$ cat src/sv/bic_pkg.sv
// Shared types and constants for the binary image centroid block.
// No dependencies; imported by every module of the block.
package bic_pkg;

    // Default largest frame dimension
    localparam int MAX_DIM_DEF = 1024;

    // Configuration port
    localparam int CFG_W     = 11;
    localparam int CFG_IDX_W = 2;
    localparam logic [CFG_IDX_W-1:0] REG_FRAME_ROWS = 2'd0;
    localparam logic [CFG_IDX_W-1:0] REG_FRAME_COLS = 2'd1;
    localparam logic [CFG_W-1:0]     DIM_RESET      = 11'd1024;

    // Stream payloads
    localparam int CENTER_W    = 10;
    localparam int IN_TDATA_W  = 8;
    localparam int OUT_TDATA_W = 24;

    // Controller to datapath commands
    typedef struct packed {
        logic accum;   // add the accepted pixel and advance the position
        logic snap;    // frame ends: load divider, clear accumulators
        logic step;    // one divider iteration
    } t_dp_cmd;

    // Datapath to controller status
    typedef struct packed {
        logic frame_end;   // current position is the last pixel of the frame
        logic empty_next;  // no set pixel once the current pixel is counted
        logic div_last;    // divider is on its final iteration
    } t_dp_stat;

endpackage

$ cat src/sv/bic_dp.sv
// Accumulation datapath: frame position tracking and first-moment sums.
// Depends on bic_pkg.
module bic_dp
    import bic_pkg::*;
#(
    parameter int MAX_DIM = MAX_DIM_DEF
) (
    input  logic                         i_clk,
    input  logic                         i_rst_n,
    input  logic [CFG_W-1:0]             i_frame_rows,
    input  logic [CFG_W-1:0]             i_frame_cols,
    input  t_dp_cmd                      i_cmd,
    input  logic                         i_pixel_on,
    output logic                         o_frame_end,
    output logic                         o_empty_next,
    output logic [3*$clog2(MAX_DIM)-1:0] o_row_sum_next,
    output logic [3*$clog2(MAX_DIM)-1:0] o_col_sum_next,
    output logic [2*$clog2(MAX_DIM):0]   o_count_next
);

    localparam int PW = $clog2(MAX_DIM);
    localparam int DW = $clog2(MAX_DIM + 1);
    localparam int SW = 3 * PW;
    localparam int CW = 2 * PW + 1;

    logic [PW-1:0] r_row, n_row;
    logic [PW-1:0] r_col, n_col;
    logic [SW-1:0] r_row_sum, n_row_sum;
    logic [SW-1:0] r_col_sum, n_col_sum;
    logic [CW-1:0] r_count, n_count;
    logic [DW-1:0] rows, cols;
    logic          col_more, row_more;

    // Zero acts as one, anything above MAX_DIM as MAX_DIM
    always_comb begin
        if (i_frame_rows == '0) begin
            rows = DW'(1);
        end else if (32'(i_frame_rows) > 32'(MAX_DIM)) begin
            rows = DW'(MAX_DIM);
        end else begin
            rows = DW'(i_frame_rows);
        end
        if (i_frame_cols == '0) begin
            cols = DW'(1);
        end else if (32'(i_frame_cols) > 32'(MAX_DIM)) begin
            cols = DW'(MAX_DIM);
        end else begin
            cols = DW'(i_frame_cols);
        end
    end

    assign col_more    = (32'(r_col) + 32'd1) < 32'(cols);
    assign row_more    = (32'(r_row) + 32'd1) < 32'(rows);
    assign o_frame_end = !col_more && !row_more;

    assign n_row_sum = i_pixel_on ? r_row_sum + SW'(r_row) : r_row_sum;
    assign n_col_sum = i_pixel_on ? r_col_sum + SW'(r_col) : r_col_sum;
    assign n_count   = i_pixel_on ? r_count + CW'(1) : r_count;

    assign o_row_sum_next = n_row_sum;
    assign o_col_sum_next = n_col_sum;
    assign o_count_next   = n_count;
    assign o_empty_next   = (n_count == '0);

    always_comb begin
        n_col = r_col;
        n_row = r_row;
        if (col_more) begin
            n_col = r_col + PW'(1);
        end else begin
            n_col = '0;
            if (row_more) begin
                n_row = r_row + PW'(1);
            end else begin
                n_row = '0;
            end
        end
    end

    always_ff @(posedge i_clk) begin
        if (!i_rst_n) begin
            r_row     <= '0;
            r_col     <= '0;
            r_row_sum <= '0;
            r_col_sum <= '0;
            r_count   <= '0;
        end else if (i_cmd.accum) begin
            r_row <= n_row;
            r_col <= n_col;
            if (i_cmd.snap) begin
                r_row_sum <= '0;
                r_col_sum <= '0;
                r_count   <= '0;
            end else begin
                r_row_sum <= n_row_sum;
                r_col_sum <= n_col_sum;
                r_count   <= n_count;
            end
        end
    end

endmodule

$ cat src/sv/bic_div.sv
// Iterative divider: both index sums over the shared set-pixel count,
// one quotient bit per cycle. Depends on bic_pkg.
module bic_div
    import bic_pkg::*;
#(
    parameter int MAX_DIM = MAX_DIM_DEF
) (
    input  logic                         i_clk,
    input  logic                         i_rst_n,
    input  t_dp_cmd                      i_cmd,
    input  logic                         i_empty,
    input  logic [3*$clog2(MAX_DIM)-1:0] i_row_sum,
    input  logic [3*$clog2(MAX_DIM)-1:0] i_col_sum,
    input  logic [2*$clog2(MAX_DIM):0]   i_count,
    output logic                         o_last,
    output logic [$clog2(MAX_DIM)-1:0]   o_q_row,
    output logic [$clog2(MAX_DIM)-1:0]   o_q_col,
    output logic                         o_empty
);

    localparam int PW    = $clog2(MAX_DIM);
    localparam int SW    = 3 * PW;
    localparam int CNT_W = $clog2(PW + 1);

    logic [SW-1:0]    r_rem_row, r_rem_col, r_den;
    logic [PW-1:0]    r_q_row, r_q_col;
    logic [CNT_W-1:0] r_cnt;
    logic             r_empty;
    logic             ge_row, ge_col;
    logic [PW:0]      q_row_sh, q_col_sh;

    // Quotients stay below MAX_DIM, so the search starts at bit PW-1
    assign ge_row   = r_rem_row >= r_den;
    assign ge_col   = r_rem_col >= r_den;
    assign q_row_sh = {r_q_row, ge_row};
    assign q_col_sh = {r_q_col, ge_col};
    assign o_last   = (r_cnt == CNT_W'(1));
    assign o_q_row  = r_q_row;
    assign o_q_col  = r_q_col;
    assign o_empty  = r_empty;

    always_ff @(posedge i_clk) begin
        if (!i_rst_n) begin
            r_cnt   <= '0;
            r_empty <= 1'b0;
        end else if (i_cmd.snap) begin
            r_cnt   <= i_empty ? '0 : CNT_W'(PW);
            r_empty <= i_empty;
        end else if (i_cmd.step) begin
            r_cnt <= r_cnt - CNT_W'(1);
        end
    end

    always_ff @(posedge i_clk) begin
        if (i_cmd.snap) begin
            r_rem_row <= i_row_sum;
            r_rem_col <= i_col_sum;
            r_den     <= SW'(i_count) << (PW - 1);
            r_q_row   <= '0;
            r_q_col   <= '0;
        end else if (i_cmd.step) begin
            if (ge_row) begin
                r_rem_row <= r_rem_row - r_den;
            end
            if (ge_col) begin
                r_rem_col <= r_rem_col - r_den;
            end
            r_q_row <= q_row_sh[PW-1:0];
            r_q_col <= q_col_sh[PW-1:0];
            r_den   <= r_den >> 1;
        end
    end

endmodule

$ cat src/sv/bic_ctrl.sv
// Controller: pixel acceptance, divider sequencing and result valid.
// Depends on bic_pkg.
module bic_ctrl
    import bic_pkg::*;
(
    input  logic     i_clk,
    input  logic     i_rst_n,
    input  logic     i_in_valid,
    output logic     o_in_ready,
    output logic     o_out_valid,
    input  logic     i_out_ready,
    input  t_dp_stat i_stat,
    output t_dp_cmd  o_cmd
);

    localparam logic S_ACC = 1'b0;
    localparam logic S_DIV = 1'b1;

    logic r_state, n_state;
    logic r_out_valid, n_out_valid;

    // Hold the last pixel of a frame while the previous result is pending
    assign o_in_ready  = (r_state == S_ACC) && !(r_out_valid && i_stat.frame_end);
    assign o_out_valid = r_out_valid;

    always_comb begin
        n_state     = r_state;
        n_out_valid = r_out_valid;
        o_cmd       = '0;
        if (r_out_valid && i_out_ready) begin
            n_out_valid = 1'b0;
        end
        case (r_state)
            S_ACC: begin
                if (i_in_valid && o_in_ready) begin
                    o_cmd.accum = 1'b1;
                    if (i_stat.frame_end) begin
                        o_cmd.snap = 1'b1;
                        if (i_stat.empty_next) begin
                            n_out_valid = 1'b1;
                        end else begin
                            n_state = S_DIV;
                        end
                    end
                end
            end
            S_DIV: begin
                o_cmd.step = 1'b1;
                if (i_stat.div_last) begin
                    n_out_valid = 1'b1;
                    n_state     = S_ACC;
                end
            end
            default: begin
                n_state = S_ACC;
            end
        endcase
    end

    always_ff @(posedge i_clk) begin
        if (!i_rst_n) begin
            r_state     <= S_ACC;
            r_out_valid <= 1'b0;
        end else begin
            r_state     <= n_state;
            r_out_valid <= n_out_valid;
        end
    end

endmodule

$ cat src/sv/binary_image_centroid.sv
// Top level of the binary image centroid block.
// Depends on bic_pkg, bic_ctrl, bic_dp and bic_div.
//
// Binary pixels stream in raster order, one per transfer, in bit 0 of the
// slave tdata. Each set pixel adds its row index, column index and one to
// three accumulators; the frame is frame_rows by frame_cols pixels, where a
// value of zero acts as one and a value above MAX_DIM acts as MAX_DIM.
// Pixels are taken at one per clock when the input is not stalled. After the last pixel of a frame the
// block divides both index sums by the set-pixel count with a shared
// restoring divider that yields one quotient bit per cycle, so the input
// stalls through the whole division, from the top quotient bit to the last,
// before the next frame starts; an empty frame skips the division. The
// result is one master transfer per frame with the truncated centroid and
// an empty flag (coordinates zero when empty). The result is held in
// registers until taken; pixels of the next frame keep flowing meanwhile,
// and only the last pixel of that frame waits for the pending result to
// go. Write frame_rows (index 0) and frame_cols (index 1) only while the
// block is idle; other indexes are ignored.
module binary_image_centroid
    import bic_pkg::*;
#(
    parameter int MAX_DIM = MAX_DIM_DEF
) (
    input  logic                   i_clk,
    input  logic                   i_rst_n,
    // Pixel stream
    input  logic                   i_s_axis_tvalid,
    output logic                   o_s_axis_tready,
    input  logic [IN_TDATA_W-1:0]  i_s_axis_tdata,   // [0] pixel_on
    // Result stream
    output logic                   o_m_axis_tvalid,
    input  logic                   i_m_axis_tready,
    output logic [OUT_TDATA_W-1:0] o_m_axis_tdata,   // [9:0] center_row, [19:10] center_col
    output logic                   o_m_axis_tuser,   // [0] frame_empty
    // Configuration writes
    input  logic                   i_cfg_valid,
    output logic                   o_cfg_ready,
    input  logic [CFG_IDX_W-1:0]   i_cfg_addr,
    input  logic [CFG_W-1:0]       i_cfg_data
);

    localparam int PW = $clog2(MAX_DIM);
    localparam int SW = 3 * PW;
    localparam int CW = 2 * PW + 1;

    logic [CFG_W-1:0]       r_frame_rows, r_frame_cols;
    t_dp_cmd                cmd;
    t_dp_stat               stat;
    logic                   frame_end, empty_next, div_last;
    logic [SW-1:0]          row_sum_next, col_sum_next;
    logic [CW-1:0]          count_next;
    logic [PW-1:0]          q_row, q_col;
    logic                   q_empty;
    logic [CENTER_W+PW-1:0] row_ext, col_ext;

    // Configuration registers; always ready
    assign o_cfg_ready = 1'b1;

    always_ff @(posedge i_clk) begin
        if (!i_rst_n) begin
            r_frame_rows <= DIM_RESET;
            r_frame_cols <= DIM_RESET;
        end else if (i_cfg_valid) begin
            case (i_cfg_addr)
                REG_FRAME_ROWS: r_frame_rows <= i_cfg_data;
                REG_FRAME_COLS: r_frame_cols <= i_cfg_data;
                default: begin
                end
            endcase
        end
    end

    assign stat.frame_end  = frame_end;
    assign stat.empty_next = empty_next;
    assign stat.div_last   = div_last;

    bic_ctrl u_ctrl (
        .i_clk       (i_clk),
        .i_rst_n     (i_rst_n),
        .i_in_valid  (i_s_axis_tvalid),
        .o_in_ready  (o_s_axis_tready),
        .o_out_valid (o_m_axis_tvalid),
        .i_out_ready (i_m_axis_tready),
        .i_stat      (stat),
        .o_cmd       (cmd)
    );

    bic_dp #(.MAX_DIM(MAX_DIM)) u_dp (
        .i_clk          (i_clk),
        .i_rst_n        (i_rst_n),
        .i_frame_rows   (r_frame_rows),
        .i_frame_cols   (r_frame_cols),
        .i_cmd          (cmd),
        .i_pixel_on     (i_s_axis_tdata[0]),
        .o_frame_end    (frame_end),
        .o_empty_next   (empty_next),
        .o_row_sum_next (row_sum_next),
        .o_col_sum_next (col_sum_next),
        .o_count_next   (count_next)
    );

    bic_div #(.MAX_DIM(MAX_DIM)) u_div (
        .i_clk     (i_clk),
        .i_rst_n   (i_rst_n),
        .i_cmd     (cmd),
        .i_empty   (empty_next),
        .i_row_sum (row_sum_next),
        .i_col_sum (col_sum_next),
        .i_count   (count_next),
        .o_last    (div_last),
        .o_q_row   (q_row),
        .o_q_col   (q_col),
        .o_empty   (q_empty)
    );

    // Quotient registers hold while the result is pending; mask to field width
    assign row_ext = {CENTER_W'(0), q_row};
    assign col_ext = {CENTER_W'(0), q_col};

    assign o_m_axis_tdata = {{(OUT_TDATA_W - 2 * CENTER_W){1'b0}},
                             col_ext[CENTER_W-1:0], row_ext[CENTER_W-1:0]};
    assign o_m_axis_tuser = q_empty;

endmodule

$ cat config.mk
export PLATFORM = sky130hd
export DESIGN_NAME = binary_image_centroid
export DESIGN_NICKNAME = d
export VERILOG_FILES = /design/src/sv/bic_pkg.sv /design/src/sv/bic_dp.sv /design/src/sv/bic_div.sv /design/src/sv/bic_ctrl.sv /design/src/sv/binary_image_centroid.sv
export SDC_FILE = /design/constraint.sdc
export NUM_CORES = 1
export LEC_CHECK = 0
export BUFFER_PORTS_ARGS = -buffer_cell sky130_fd_sc_hd__buf_2
export CAP_MARGIN = 20
export CORE_ASPECT_RATIO = 0.75
export CORE_UTILIZATION = 39
export DETAILED_ROUTE_END_ITERATION = 12
export PLACE_DENSITY = 0.56
export SETUP_SLACK_MARGIN = 0.1
export SYNTH_ARGS = -nofsm -noshare
export SYNTH_HDL_FRONTEND = slang
export SYNTH_HIERARCHICAL = 1
export SYNTH_SLANG_ARGS = --single-unit
$ cat constraint.sdc
create_clock -name i_clk -period 5.2 [get_ports i_clk]
set_input_delay 0.78 -clock i_clk [delete_from_list [all_inputs] [get_ports i_clk]]
set_output_delay 0.78 -clock i_clk [all_outputs]
set_load 0.01 [all_outputs]
==> metrics.md, run 1 <==
| Metric | Value |
|---|---|
| Highest Clock Rate | 0.209 GHz |
| Die W | 243 um |
| CP cell instances | ha_1, nand3_1, nor2_2, and3_1, inv_1, nor3_1, ha_1, nand3_1, nor2_1, a221o_1, a21oi_2, nor2_1, buf_4, a21oi_1, and3_4, buf_16, nor2_1, inv_1, buf_4 |
| Total CTS buffers | 28 |
| Initial core utilization | between 40% and 50% |
| Crit path kind | reg -> reg |
| Final wirelength | 50300 um |
| Global route overflow | 0 |
| Pre-antenna DRT Iters | 5 |
| First-pass GRT wire length | 79000 um |
| Maximum clock path buffer count | 3 |
| Final instance area | 0.0187 mm2 |
| Critical R2R Launch | u_dp/r_col[1] |
| Fin nets | 2151 |
| Placed cell area | 0.0177 mm2 |
| Yosys cell types | 98 |
| Ranking of synthesized cells by area | dfxtp_1 (19%), edfxtp_1 (14%), ha_1 (7.7%), nand2_1 (5.5%), xnor2_1 (3.7%) |
| Worst EP required | 5.44 ns |
| Hold path startpoint | u_div/o_empty |
| Worst path max stage delay | 0.42 ns |
| Post-synth EDFFs | 81 |
| Row cnt | 65 |
| Number of synthesized register bits | 240 |
| Syn avg cell area | 8.37 um2 |
| Setup violators final | 0 |
| Number of inserted diodes | 0 |
| CP Max Fanout | 95 |
| Die ar. | approximately 0.044 mm2 |
| Nature of the critical path endpoint | flip-flop |
| Detailed Route Iter0 Violations | 1283 |
| PwrDens | around 260 mW/mm2 |
| Reg2Reg Depth | 19 |
| Port bufs | 41 |
| Critical Path Source Type | flip-flop |
| Leakage | 7.34 nW |
| Flop2flop setup slack | 0.41 ns |
| Post-route ant nets | 0 |
| WL/cell | 19.3 um |
| Initial antenna violation count | 3 |
| Mapped cell area | 0.0170 mm2 |
| Post-detail-place hpwl | about 37000 um |
| Post-Syn Instances | a little over 2000 |
| Fraction of layout cells with a size suffix above 1 | 8.64% |
| Via count | 15200 |
| Yosys warns | 6 |
| CTS Root Cell | clkbuf_16 |
| Largest area contributor in the netlist | dfxtp_1 |
| Outcome | complete, no violations |
| FF-to-FF End | u_div/r_den[15] |
| Filler cells | 4223 |
| Slew margin rel. | 35.2% |
| Area growth syn-to-layout | 10.1% |
| Fin crit period | roughly 4.8 ns |
| Crit-path slowest cell | dfxtp_1 |
| IO Pins | 54 |
| Final setup TNS | 0 ns |
| Yosys top cell area share | 18.7% |
| RSZ-0062 raised after global routing | true |
| CORE AREA | 0.0425 mm2 |
| Post-synth top cells | nand2_1 (250), dfxtp_1 (159), nor2_1 (148) |
| Vias in the first global route | 13900 |
| Max-cap check violation count | 0 |
| Register area share after synthesis | 33.0% |
| Worst slew pin tran | 0.972 ns |
| Gpl congestion | 0.880 |
| Layout Skew | between 0.02 and 0.025 ns |
| Hold Path Cell Cnt | 2 |
| CTS H-Tree Depth | 1 |
| Count leader, synth | nand2_1 |
| Clk sink count | 240 |
| Worst-Skew Late Latency | 0.57 ns |
| Clk slew on worst S/H paths | approximately 0.070 ns |
| Post-CTS setup buffer count | 0 |
| Drt drc | 0 |
| Tcrit/Tclk final | 92.2% |
| Die Y | 183 um |
| CTS tree | yes |
| Async set-reset flop share out of synthesis | 0% |
| Total track usage | between 20 and 25% |
| Final Hold Vio Count | 0 |
| Worst Hold End | u_div/o_empty |
| Critical path's most frequent cell | nor2_1 |
| Vias per cell | 5.83 |
| Worst hold path type | reg -> reg |
| Main synth FF type | dfxtp_1 |
| Max-slew violation count | 0 |
| Maximum vdd ir drop | 0.000208 V |
| Largest net degree at the start of global routing | 96 |
| CP Data Arrival Time | 5.03 ns |
-- cell usage in the layout (no fill, tap or decap), drive strengths merged, types with 9 or more instances in the layout --
| master | synthesis | layout |
|---|---|---|
| clkinv | 2 | 10 |
| o21bai | 12 | 12 |
| nor3b | 9 | 9 |
| clkbuf | 87 | 40 |
| nor3 | 45 | 45 |
| nand4 | 34 | 34 |
| and2 | 16 | 16 |
| o31ai | 19 | 19 |
| a21oi | 104 | 104 |
| inv | 95 | 95 |
| o21a | 28 | 28 |
| xor2 | 48 | 48 |
| nand3 | 80 | 80 |
| a211oi | 19 | 19 |
| o21ai | 109 | 109 |
| o211ai | 25 | 25 |
| nor2b | 20 | 20 |
| and3 | 41 | 41 |
| dfxtp | 159 | 159 |
| mux2 | 15 | 15 |
| edfxtp | 81 | 81 |
| ha | 105 | 105 |
| nor4 | 15 | 15 |
| o22ai | 10 | 10 |
| or3 | 17 | 17 |
| buf | 38 | 74 |
| a22o | 20 | 20 |
| a22oi | 29 | 29 |
| a32o | 11 | 11 |
| xnor2 | 72 | 72 |
| nor2 | 148 | 148 |
| nand2 | 250 | 250 |
| a21o | 42 | 42 |
| a21boi | 12 | 12 |
| a31oi | 25 | 25 |
| mux2i | 52 | 52 |
| and4 | 10 | 10 |
| a311o | 9 | 9 |
-- sequential cells by signal (all words and copies together), names as in the netlist --
signal	count
u_div/r_rem_row	30
r_frame_cols	11
u_ctrl/r_state	1
u_div/r_rem_col	30
u_dp/r_col_sum	30
u_div/r_cnt	4
u_div/r_den	30
u_div/o_q_col	10
u_dp/r_row_sum	30
u_div/o_empty	1
u_dp/r_count	21
u_div/o_q_row	10
r_frame_rows	11
u_dp/r_col	10
u_dp/r_row	10
u_ctrl/o_out_valid	1
-- critical path, delay by kind of cell (launching register included) --
family	cells	cell delay, ns
compound gates	3	0.89
buf+inv	5	0.98
flops	1	0.42
fa+ha+maj	2	0.55
simple gates	9	1.57
-- where the power goes --
part | internal, mW | switching, mW | leakage, nW | total (mW)
logic | 0.265 | 0.388 | 4.83 | 0.653
clock network | 1.27 | 0.852 | 0.487 | 2.12
registers | 2.03 | 0.0601 | 2.02 | 2.09
total | 3.56 | 1.30 | 7.34 | 4.86
-- repair_timing --
item,4_1_cts,5_1_grt
pin swaps,0,0
hold buffers,0,0
gates resized for setup,2,9
endpoints found under the setup margin,4,185
-- cell type report --
class	count	area, um2	area share [%]
well taps	569	712	3.80
clock buffers	40	837	4.47
flip-flops and latches	240	5620	30.0
clock inverters	12	151	0.808
repair buffers	74	495	2.65
inverters	97	364	1.94
multi-input cells	1575	10500	56.3
-- per-stage QoR --
step	hold WS (ns)	worst slack, ns	power, mW	util [%]	std cells
final	0.468	0.408	4.86	44.0	2607
after global routing	0.503	0.0483	5.05	44.0	2607
after CTS	0.470	0.133	4.91	43.9	2606
after detailed placement	0.460	0.0432	2.77	41.6	2554
after global placement	0.458	0.188	2.76	41.6	2554
after floorplan	0.445	0.135	2.58	-	2037
-- cell families (layout without fill, tap and decap cells) --
logic type                 count (synthesis)  count (layout)  synth area share (%)
buffers and inverters                    222             223                  5.27
AOI/OAI and AO/OA                        553             553                  22.4
xor gates and xnor gates                 120             120                  6.18
adders and majority gates                109             109                  8.19
other                                      2               5                0.0441
muxes                                     67              67                  4.07
DFF                                      240             240                  33.0
and+or+nand+nor                          721             721                  20.9
-- worst max path at each step --
stage	from	to	slack, ns	cells after the start
3_3_place_gp	u_dp/r_row[2]	u_dp/r_row_sum[13]	0.19	20
4_1_cts	u_dp/r_col[0]	u_dp/r_row[9]	0.13	21
6_report	u_dp/r_col[1]	u_div/r_den[15]	0.41	19
3_5_place_dp	u_dp/r_row[2]	u_dp/r_row_sum[15]	0.04	20
5_1_grt	u_dp/r_col[1]	u_div/r_den[16]	0.05	19
2_1_floorplan	u_dp/r_col[2]	u_div/r_rem_col[0]	0.13	19
-- metal layers --
layer	wire length, um	vias up	track usage [%]	part of all wire, %
met4	546	2	3.22	1.1
met1	26700	7292	35.6	53
met5	13	-	0	0.026
met3	3500	43	3.95	7.0
li1	-	7441	-	-
met2	19600	430	30.7	39
Note: power is estimated with default switching activity, not from simulation.
==> run 2: changes to the inputs <==
--- a/config.mk
+++ b/config.mk
@@ -9,6 +9,7 @@
 export CAP_MARGIN = 20
 export CORE_ASPECT_RATIO = 0.75
 export CORE_UTILIZATION = 39
+export CTS_CLUSTER_DIAMETER = 30
 export DETAILED_ROUTE_END_ITERATION = 12
 export PLACE_DENSITY = 0.56
 export SETUP_SLACK_MARGIN = 0.1
==> constraint.sdc (replaced) <==
create_clock -name i_clk -period 5.2 [get_ports i_clk]
set_input_delay 0.26 -clock i_clk [delete_from_list [all_inputs] [get_ports i_clk]]
set_output_delay 0.26 -clock i_clk [all_outputs]
set_load 0.01 [all_outputs]
==> metrics.md, run 2 (same netlist as run 1, synthesis figures left out) <==
| Metric | Value |
|---|---|
| First-pass GRT wire length | 81600 um (was 79000 um) |
| Max-slew violation count | 0 (unchanged) |
| Placed cell area | 0.0177 mm2 (about the same) |
| Outcome | complete, no violations (unchanged) |
| Crit path kind | reg -> reg (unchanged) |
| Final WS setup | 0.422 ns (was 0.408 ns) |
| PwrDens | 345 mW/mm2 (was 260 mW/mm2) |
| Detailed Route Iter0 Violations | 1377 (was 1283) |
| Nature of the critical path endpoint | flip-flop (unchanged) |
| Final instance area | 0.0202 mm2 (was 0.0187 mm2) |
| Reg2Reg Depth | 21 (was 19) |
| Worst hold path type | in -> reg (was reg -> reg) |
| Vias per cell | 5.87 (was 5.83) |
| Worst-Skew Late Latency | 0.60 ns (was 0.57 ns) |
| Maximum vdd ir drop | 0.000223 V (was 0.000208 V) |
| FF-to-FF End | u_dp/r_col_sum[28] (was u_div/r_den[15]) |
| Max-cap check violation count | 0 (unchanged) |
| Row cnt | 65 (unchanged) |
| Commonest non-fill, non-tap cells in the layout | nand2_1 (249), dfxtp_1 (157), nor2_1 (146) (was nand2_1 (250), dfxtp_1 (157), nor2_1 (146)) |
| Worst EP required | 5.68 ns (was 5.44 ns) |
| Tcrit/Tclk final | 91.9% (was 92.2%) |
| Initial core utilization | 40.0% (unchanged) |
| CP Data Arrival Time | 5.26 ns (was 5.03 ns) |
| Pre-CTS setup slack | -0.0674 ns (was 0.0432 ns) |
| Hold Path Cell Cnt | 3 (was 2) |
| Final Hold Vio Count | 0 (unchanged) |
| CTS tree | yes (unchanged) |
| Filler cells | 4051 (was 4223) |
| Critical Path Source Type | flip-flop (unchanged) |
| Final hold slack | 0.0384 ns (was 0.468 ns) |
| Hold path startpoint | i_cfg_data[8] (was u_div/o_empty) |
| Fraction of layout cells with a size suffix above 1 | 11.1% (was 8.64%) |
| Port bufs | 41 (unchanged) |
| Flop2flop setup slack | 0.42 ns (was 0.41 ns) |
| Area growth syn-to-layout | 18.6% (was 10.1%) |
| Leakage | 8.02 nW (was 7.34 nW) |
| Die ar. | 0.0445 mm2 (unchanged) |
| Worst Hold End | r_frame_rows[8] (was u_div/o_empty) |
| IO Pins | 54 (unchanged) |
| Pre-antenna DRT Iters | 6 (was 5) |
| Gpl congestion | 0.907 (was 0.880) |
| Final wirelength | 52400 um (was 50300 um) |
| Fin crit period | 4.78 ns (was 4.79 ns) |
| CORE AREA | 0.0425 mm2 (unchanged) |
| RSZ-0062 raised after global routing | false (was true) |
| Fin nets | 2198 (was 2151) |
| CTS H-Tree Depth | 3 (was 1) |
| Maximum clock path buffer count | 3 (unchanged) |
| Highest Clock Rate | 0.209 GHz (about the same) |
| Drt drc | 0 (unchanged) |
| Initial antenna violation count | 1 (was 3) |
| Post-route ant nets | 0 (unchanged) |
| Number of inserted diodes | 0 (unchanged) |
| WL/cell | 19.5 um (was 19.3 um) |
| Cells after DPL | 2552 (was 2554) |
| Final Non-Filler Cells | 2687 (was 2607) |
| Slew margin rel. | 35.3% (was 35.2%) |
| Die Y | 183 um (unchanged) |
| Worst slew pin tran | 0.970 ns (was 0.972 ns) |
| Total track usage | 23.2% (was 22.2%) |
| CP Max Fanout | 16 (was 95) |
| Global route overflow | 0 (unchanged) |
| Setup violators final | 0 (unchanged) |
| Layout Skew | 0.0259 ns (was 0.0222 ns) |
| Clk sink count | 240 (unchanged) |
| Total CTS buffers | 68 (was 28) |
| Post-CTS setup buffer count | 0 (unchanged) |
| Critical R2R Launch | u_dp/r_col[1] (unchanged) |
| Clk slew on worst S/H paths | 0.04 ns (was 0.07 ns) |
| Vias in the first global route | 14600 (was 13900) |
| Post-detail-place hpwl | 37200 um (was 36600 um) |
| Largest net degree at the start of global routing | 97 (was 96) |
| Die W | 243 um (unchanged) |
| Most common cell after layout, fill and taps aside | nand2_1 (unchanged) |
| Via count | 15800 (was 15200) |
| CTS Root Cell | clkbuf_16 (unchanged) |
| Final core utilization | 47.4% (was 44.0%) |
==> run 2: cell count changes in the layout (fill, tap and decap cells not counted), moves of 4 or more <==
cell,change
buf_12,+5
dlygate4sd3_1,+9
buf_4,-5
clkinv_1,+4
inv_6,+4
clkbuf_1,+10
clkbuf_16,+41
clkinv_2,+7
==> run 2: layout make-up <==
class | count | area, um2 | share of cell area [%]
Clock buffer | 91 | 1900 | 9.42
Timing Repair Buffer | 81 | 609 | 3.02
Clock inverter | 34 | 412 | 2.04
Inverter | 97 | 364 | 1.80
Tap cell | 569 | 712 | 3.53
Multi-Input combinational cell | 1575 | 10600 | 52.3
Sequential cell | 240 | 5620 | 27.8
==> run 2: what timing repair did <==
action / 4_1_cts / 5_1_grt
setup endpoints to repair: 44 / 145
hold endpoints to repair: 11 / 1
hold buffers: 7 / 2
pin swaps: 0 / 1
gates resized for setup: 3 / 8
==> run 2: layer usage <==
layer	global-route usage, %	vias to the layer above	wire [um]
met5	0	-	0
met2	31.1	551	20200
met4	6.29	0	961
li1	-	7573	-
met3	6.83	93	4720
met1	35.3	7563	26600
==> run 2: critical path, cell delays in order (launching register included) <==
cell and delay, ns:
dfxtp_1 0.41, ha_1 0.27, nand3_1 0.19, nor2_2 0.24
and3_1 0.24, inv_1 0.07, nor3_1 0.14, ha_1 0.27
nand3_1 0.14, nor2_1 0.06, a221o_1 0.39, a21oi_2 0.22
nor2_1 0.11, buf_4 0.16, a21oi_1 0.22, and3_4 0.28
buf_4 0.26, nor2_1 0.10, buf_4 0.23, and3_1 0.20
and3_1 0.17, o31a_1 0.28
==> run 2: worst max-delay path by stage <==
stage	startpoint	to	slack, ns	cells past startpoint
2_1_floorplan	u_dp/r_col[2]	u_div/r_rem_col[0]	0.13	19
3_3_place_gp	u_dp/r_row[0]	u_dp/r_col_sum[9]	0.04	19
3_5_place_dp	u_dp/r_row[0]	u_dp/r_row_sum[14]	-0.07	20
4_1_cts	u_dp/r_col[1]	u_dp/r_row[9]	0.22	21
5_1_grt	u_dp/r_col[1]	u_dp/r_col_sum[28]	0.07	21
6_report	u_dp/r_col[1]	u_dp/r_col_sum[28]	0.42	21
==> run 2: through the flow <==
stage / TNS, ns / power, mW
floorplan: 0 / 2.58
global placement: 0 / 2.76
detailed placement: -0.482 / 2.77
CTS: 0 / 7.02
global route: 0 / 7.22
finish: 0 / 6.96
==> run 2: power by group <==
group          switching (mW)  internal (mW)
Sequential             0.0608           2.04
Combinational           0.393          0.273
Clock                    1.32           2.87
Total                    1.78           5.18
==> run 3: changes to the inputs <==
--- a/config.mk
+++ b/config.mk
@@ -5,13 +5,17 @@
 export SDC_FILE = /design/constraint.sdc
 export NUM_CORES = 1
 export LEC_CHECK = 0
+export ABC_AREA = 0
 export BUFFER_PORTS_ARGS = -buffer_cell sky130_fd_sc_hd__buf_2
 export CAP_MARGIN = 20
+export CELL_PAD_IN_SITES_DETAIL_PLACEMENT = 1
+export CELL_PAD_IN_SITES_GLOBAL_PLACEMENT = 1
 export CORE_ASPECT_RATIO = 0.75
 export CORE_UTILIZATION = 39
 export CTS_CLUSTER_DIAMETER = 30
 export DETAILED_ROUTE_END_ITERATION = 12
-export PLACE_DENSITY = 0.56
+export PLACE_DENSITY = 0.7
+export REMOVE_ABC_BUFFERS = 1
 export SETUP_SLACK_MARGIN = 0.1
 export SYNTH_ARGS = -nofsm -noshare
 export SYNTH_HDL_FRONTEND = slang
==> metrics.md, run 3 (same netlist as run 1, synthesis figures left out) <==
| Metric | Value |
|---|---|
| Crit path kind | reg -> reg (unchanged) |
| Global route overflow | 0 (unchanged) |
| Tcrit/Tclk final | 92.5% (was 91.9%) |
| Final hold slack | 0.0142 ns (was 0.0384 ns) |
| Initial core utilization | 40.0% (unchanged) |
| Vias per cell | 6.05 (was 5.87) |
| CTS tree | yes (unchanged) |
| Hold Path Cell Cnt | 3 (unchanged) |
| Final setup TNS | 0 ns (unchanged) |
| Vias in the first global route | 16000 (was 14600) |
| Crit-path slowest cell | dfxtp_1 (unchanged) |
| Largest net degree at the start of global routing | 86 (was 97) |
| Worst EP required | 5.68 ns (about the same) |
| Area growth syn-to-layout | 18.4% (was 18.6%) |
| Gpl congestion | 0.914 (was 0.907) |
| Area of the multi-input gates | 0.0105 mm2 (was 0.0106 mm2) |
| CP delay by family, top | compound AO/OA/AOI/OAI gates (was simple AND/OR/NAND/NOR gates) |
| Bufs and invs on worst path | 4 (unchanged) |
| Commonest non-fill, non-tap cells in the layout | nand2_1 (250), dfxtp_1 (157), nor2_1 (147) (was nand2_1 (249), dfxtp_1 (157), nor2_1 (146)) |
| Total power | 6.98 mW (was 6.96 mW) |
| CTS Root Cell | clkbuf_16 (unchanged) |
| Detailed Route Iter0 Violations | 1342 (was 1377) |
| CTS H-Tree Depth | 3 (unchanged) |
| Slew margin rel. | 34.1% (was 35.3%) |
| Pre-antenna DRT Iters | 7 (was 6) |
| Max-slew violation count | 0 (unchanged) |
| First-pass GRT wire length | 92700 um (was 81600 um) |
| Filler cells | 4973 (was 4051) |
| CP Max Fanout | 19 (was 16) |
| Crit. path cell count | 20 (was 21) |
| Post-detail-place hpwl | 42100 um (was 37200 um) |
| Row cnt | 65 (unchanged) |
| CP Data Arrival Time | 5.29 ns (was 5.26 ns) |
| Final Hold Vio Count | 0 (unchanged) |
| Clk slew on worst S/H paths | 0.05 ns (was 0.04 ns) |
| Maximum clock path buffer count | 3 (unchanged) |
| CORE AREA | 0.0425 mm2 (unchanged) |
| Highest Clock Rate | 0.208 GHz (was 0.209 GHz) |
| Critical Path Source Type | flip-flop (unchanged) |
| Worst slew pin tran | 0.987 ns (was 0.970 ns) |
| Maximum vdd ir drop | 0.000261 V (was 0.000223 V) |
| Drt drc | 0 (unchanged) |
| Outcome | complete, no violations (unchanged) |
| Port bufs | 41 (unchanged) |
| Layout Skew | 0.0241 ns (was 0.0259 ns) |
| WL/cell | 22.1 um (was 19.5 um) |
| Nature of the critical path endpoint | flip-flop (unchanged) |
| RSZ-0062 raised after global routing | false (unchanged) |
| IO Pins | 54 (unchanged) |
| Worst-Skew Late Latency | 0.58 ns (was 0.60 ns) |
| Leakage | 8.03 nW (was 8.02 nW) |
| Worst path max stage delay | 0.45 ns (was 0.41 ns) |
| Most common cell after layout, fill and taps aside | nand2_1 (unchanged) |
| Reg2Reg Depth | 20 (was 21) |
| Die Y | 183 um (unchanged) |
| Setup violators final | 0 (unchanged) |
| Fraction of layout cells with a size suffix above 1 | 11.5% (was 11.1%) |
| Total CTS buffers | 68 (unchanged) |
| Post-CTS setup buffer count | 0 (unchanged) |
| Final wirelength | 59400 um (was 52400 um) |
| Via count | 16300 (was 15800) |
| FF+latch area | 0.00562 mm2 (unchanged) |
| Clk sink count | 240 (unchanged) |
| Die ar. | 0.0445 mm2 (unchanged) |
| PwrDens | 346 mW/mm2 (was 345 mW/mm2) |
| Die W | 243 um (unchanged) |
| Post-route ant nets | 0 (unchanged) |
| Initial antenna violation count | 0 (was 1) |
| Max-cap check violation count | 0 (unchanged) |
| Worst hold path type | in -> reg (unchanged) |
| Fin nets | 2200 (was 2198) |
| CP cell instances | ha_1, nand3_1, nor2_1, buf_4, xor2_1, ha_1, a211oi_1, nand3_1, a221o_1, a21oi_4, nor2_2, a21oi_2, and2_1, buf_12, inv_2, nor4_1, a22oi_1, buf_4, and3_1, a31o_2 (was ha_1, nand3_1, nor2_2, and3_1, inv_1, nor3_1, ha_1, nand3_1, nor2_1, a221o_1, a21oi_2, nor2_1, buf_4, a21oi_1, and3_4, buf_4, nor2_1, buf_4, and3_1, and3_1, o31a_1) |
| Number of inserted diodes | 0 (unchanged) |
| Total track usage | 26.4% (was 23.2%) |
| Fin crit period | 4.81 ns (was 4.78 ns) |
-- run 3: cell count changes in the layout (fill, tap and decap cells not counted), sizes merged --
| cell | change |
|---|---|
| bufinv | -1 |
| buf | +7 |
| clkinvlp | +1 |
| inv | +4 |
| clkbuf | -3 |
| dlygate4sd3 | -5 |
| clkinv | -1 |
-- run 3: worst paths after layout --
kind | slack [ns] | endpoint | startpoint
setup / recovery | 0.39 | u_dp/r_row[9] | u_dp/r_col[0]
hold reg to reg | 0.47 | u_div/o_empty | u_div/o_empty
hold / removal | 0.01 | r_frame_rows[2] | i_cfg_addr[1]
setup reg to reg | 0.39 | u_dp/r_row[9] | u_dp/r_col[0]
-- run 3: cell type report --
class	instances	area share [%]
Clock buffer	88	9.38
Inverter	97	1.81
Sequential cell	240	27.9
Multi-Input combinational cell	1575	52.3
Tap cell	569	3.53
Timing Repair Buffer	83	3.04
Clock inverter	37	2.02
-- run 3: where the power goes --
part / leakage, nW / total, mW / internal (mW) / switching, mW
Sequential: 2.02 / 2.10 / 2.04 / 0.0625
Combinational: 4.88 / 0.702 / 0.274 / 0.428
Clock: 1.13 / 4.18 / 2.83 / 1.35
Total: 8.03 / 6.98 / 5.14 / 1.84
-- run 3: tightest hold or removal path, delay by kind of cell --
kind	cells	cell delay (ns)
multiplexers	1	0.12
buffers and inverters	1	0.09
AND/OR/NAND/NOR	1	0.06
-- run 3: routing by layer --
| layer | global-route usage (%) | part of all wire, % | vias to the layer above |
|---|---|---|---|
| li1 | - | - | 7573 |
| met1 | 39.6 | 50 | 8124 |
| met2 | 38.2 | 41 | 477 |
| met3 | 5.38 | 6.9 | 82 |
| met4 | 6.42 | 1.6 | 0 |
| met5 | 0 | 0 | - |
-- run 3: per-stage QoR --
step                worst slack [ns]  instances  util, %  cell area [um2]
global route                   0.107       2689     47.4            20200
finish                         0.391       2689     47.4            20200
floorplan                      -2.33       1912        -            16500
CTS                            0.140       2688     47.3            20100
detailed placement            0.0396       2559     41.8            17800
global placement               0.209       2559     41.8            17800
-- run 3: timing repair --
action                                 4_1_cts  5_1_grt
setup endpoints to repair                   10      144
endpoints found under the hold margin        7        0
pin swaps                                    0        1
gates cloned                                 0        0
hold buffers                                 4        0
resized for setup                            1        7
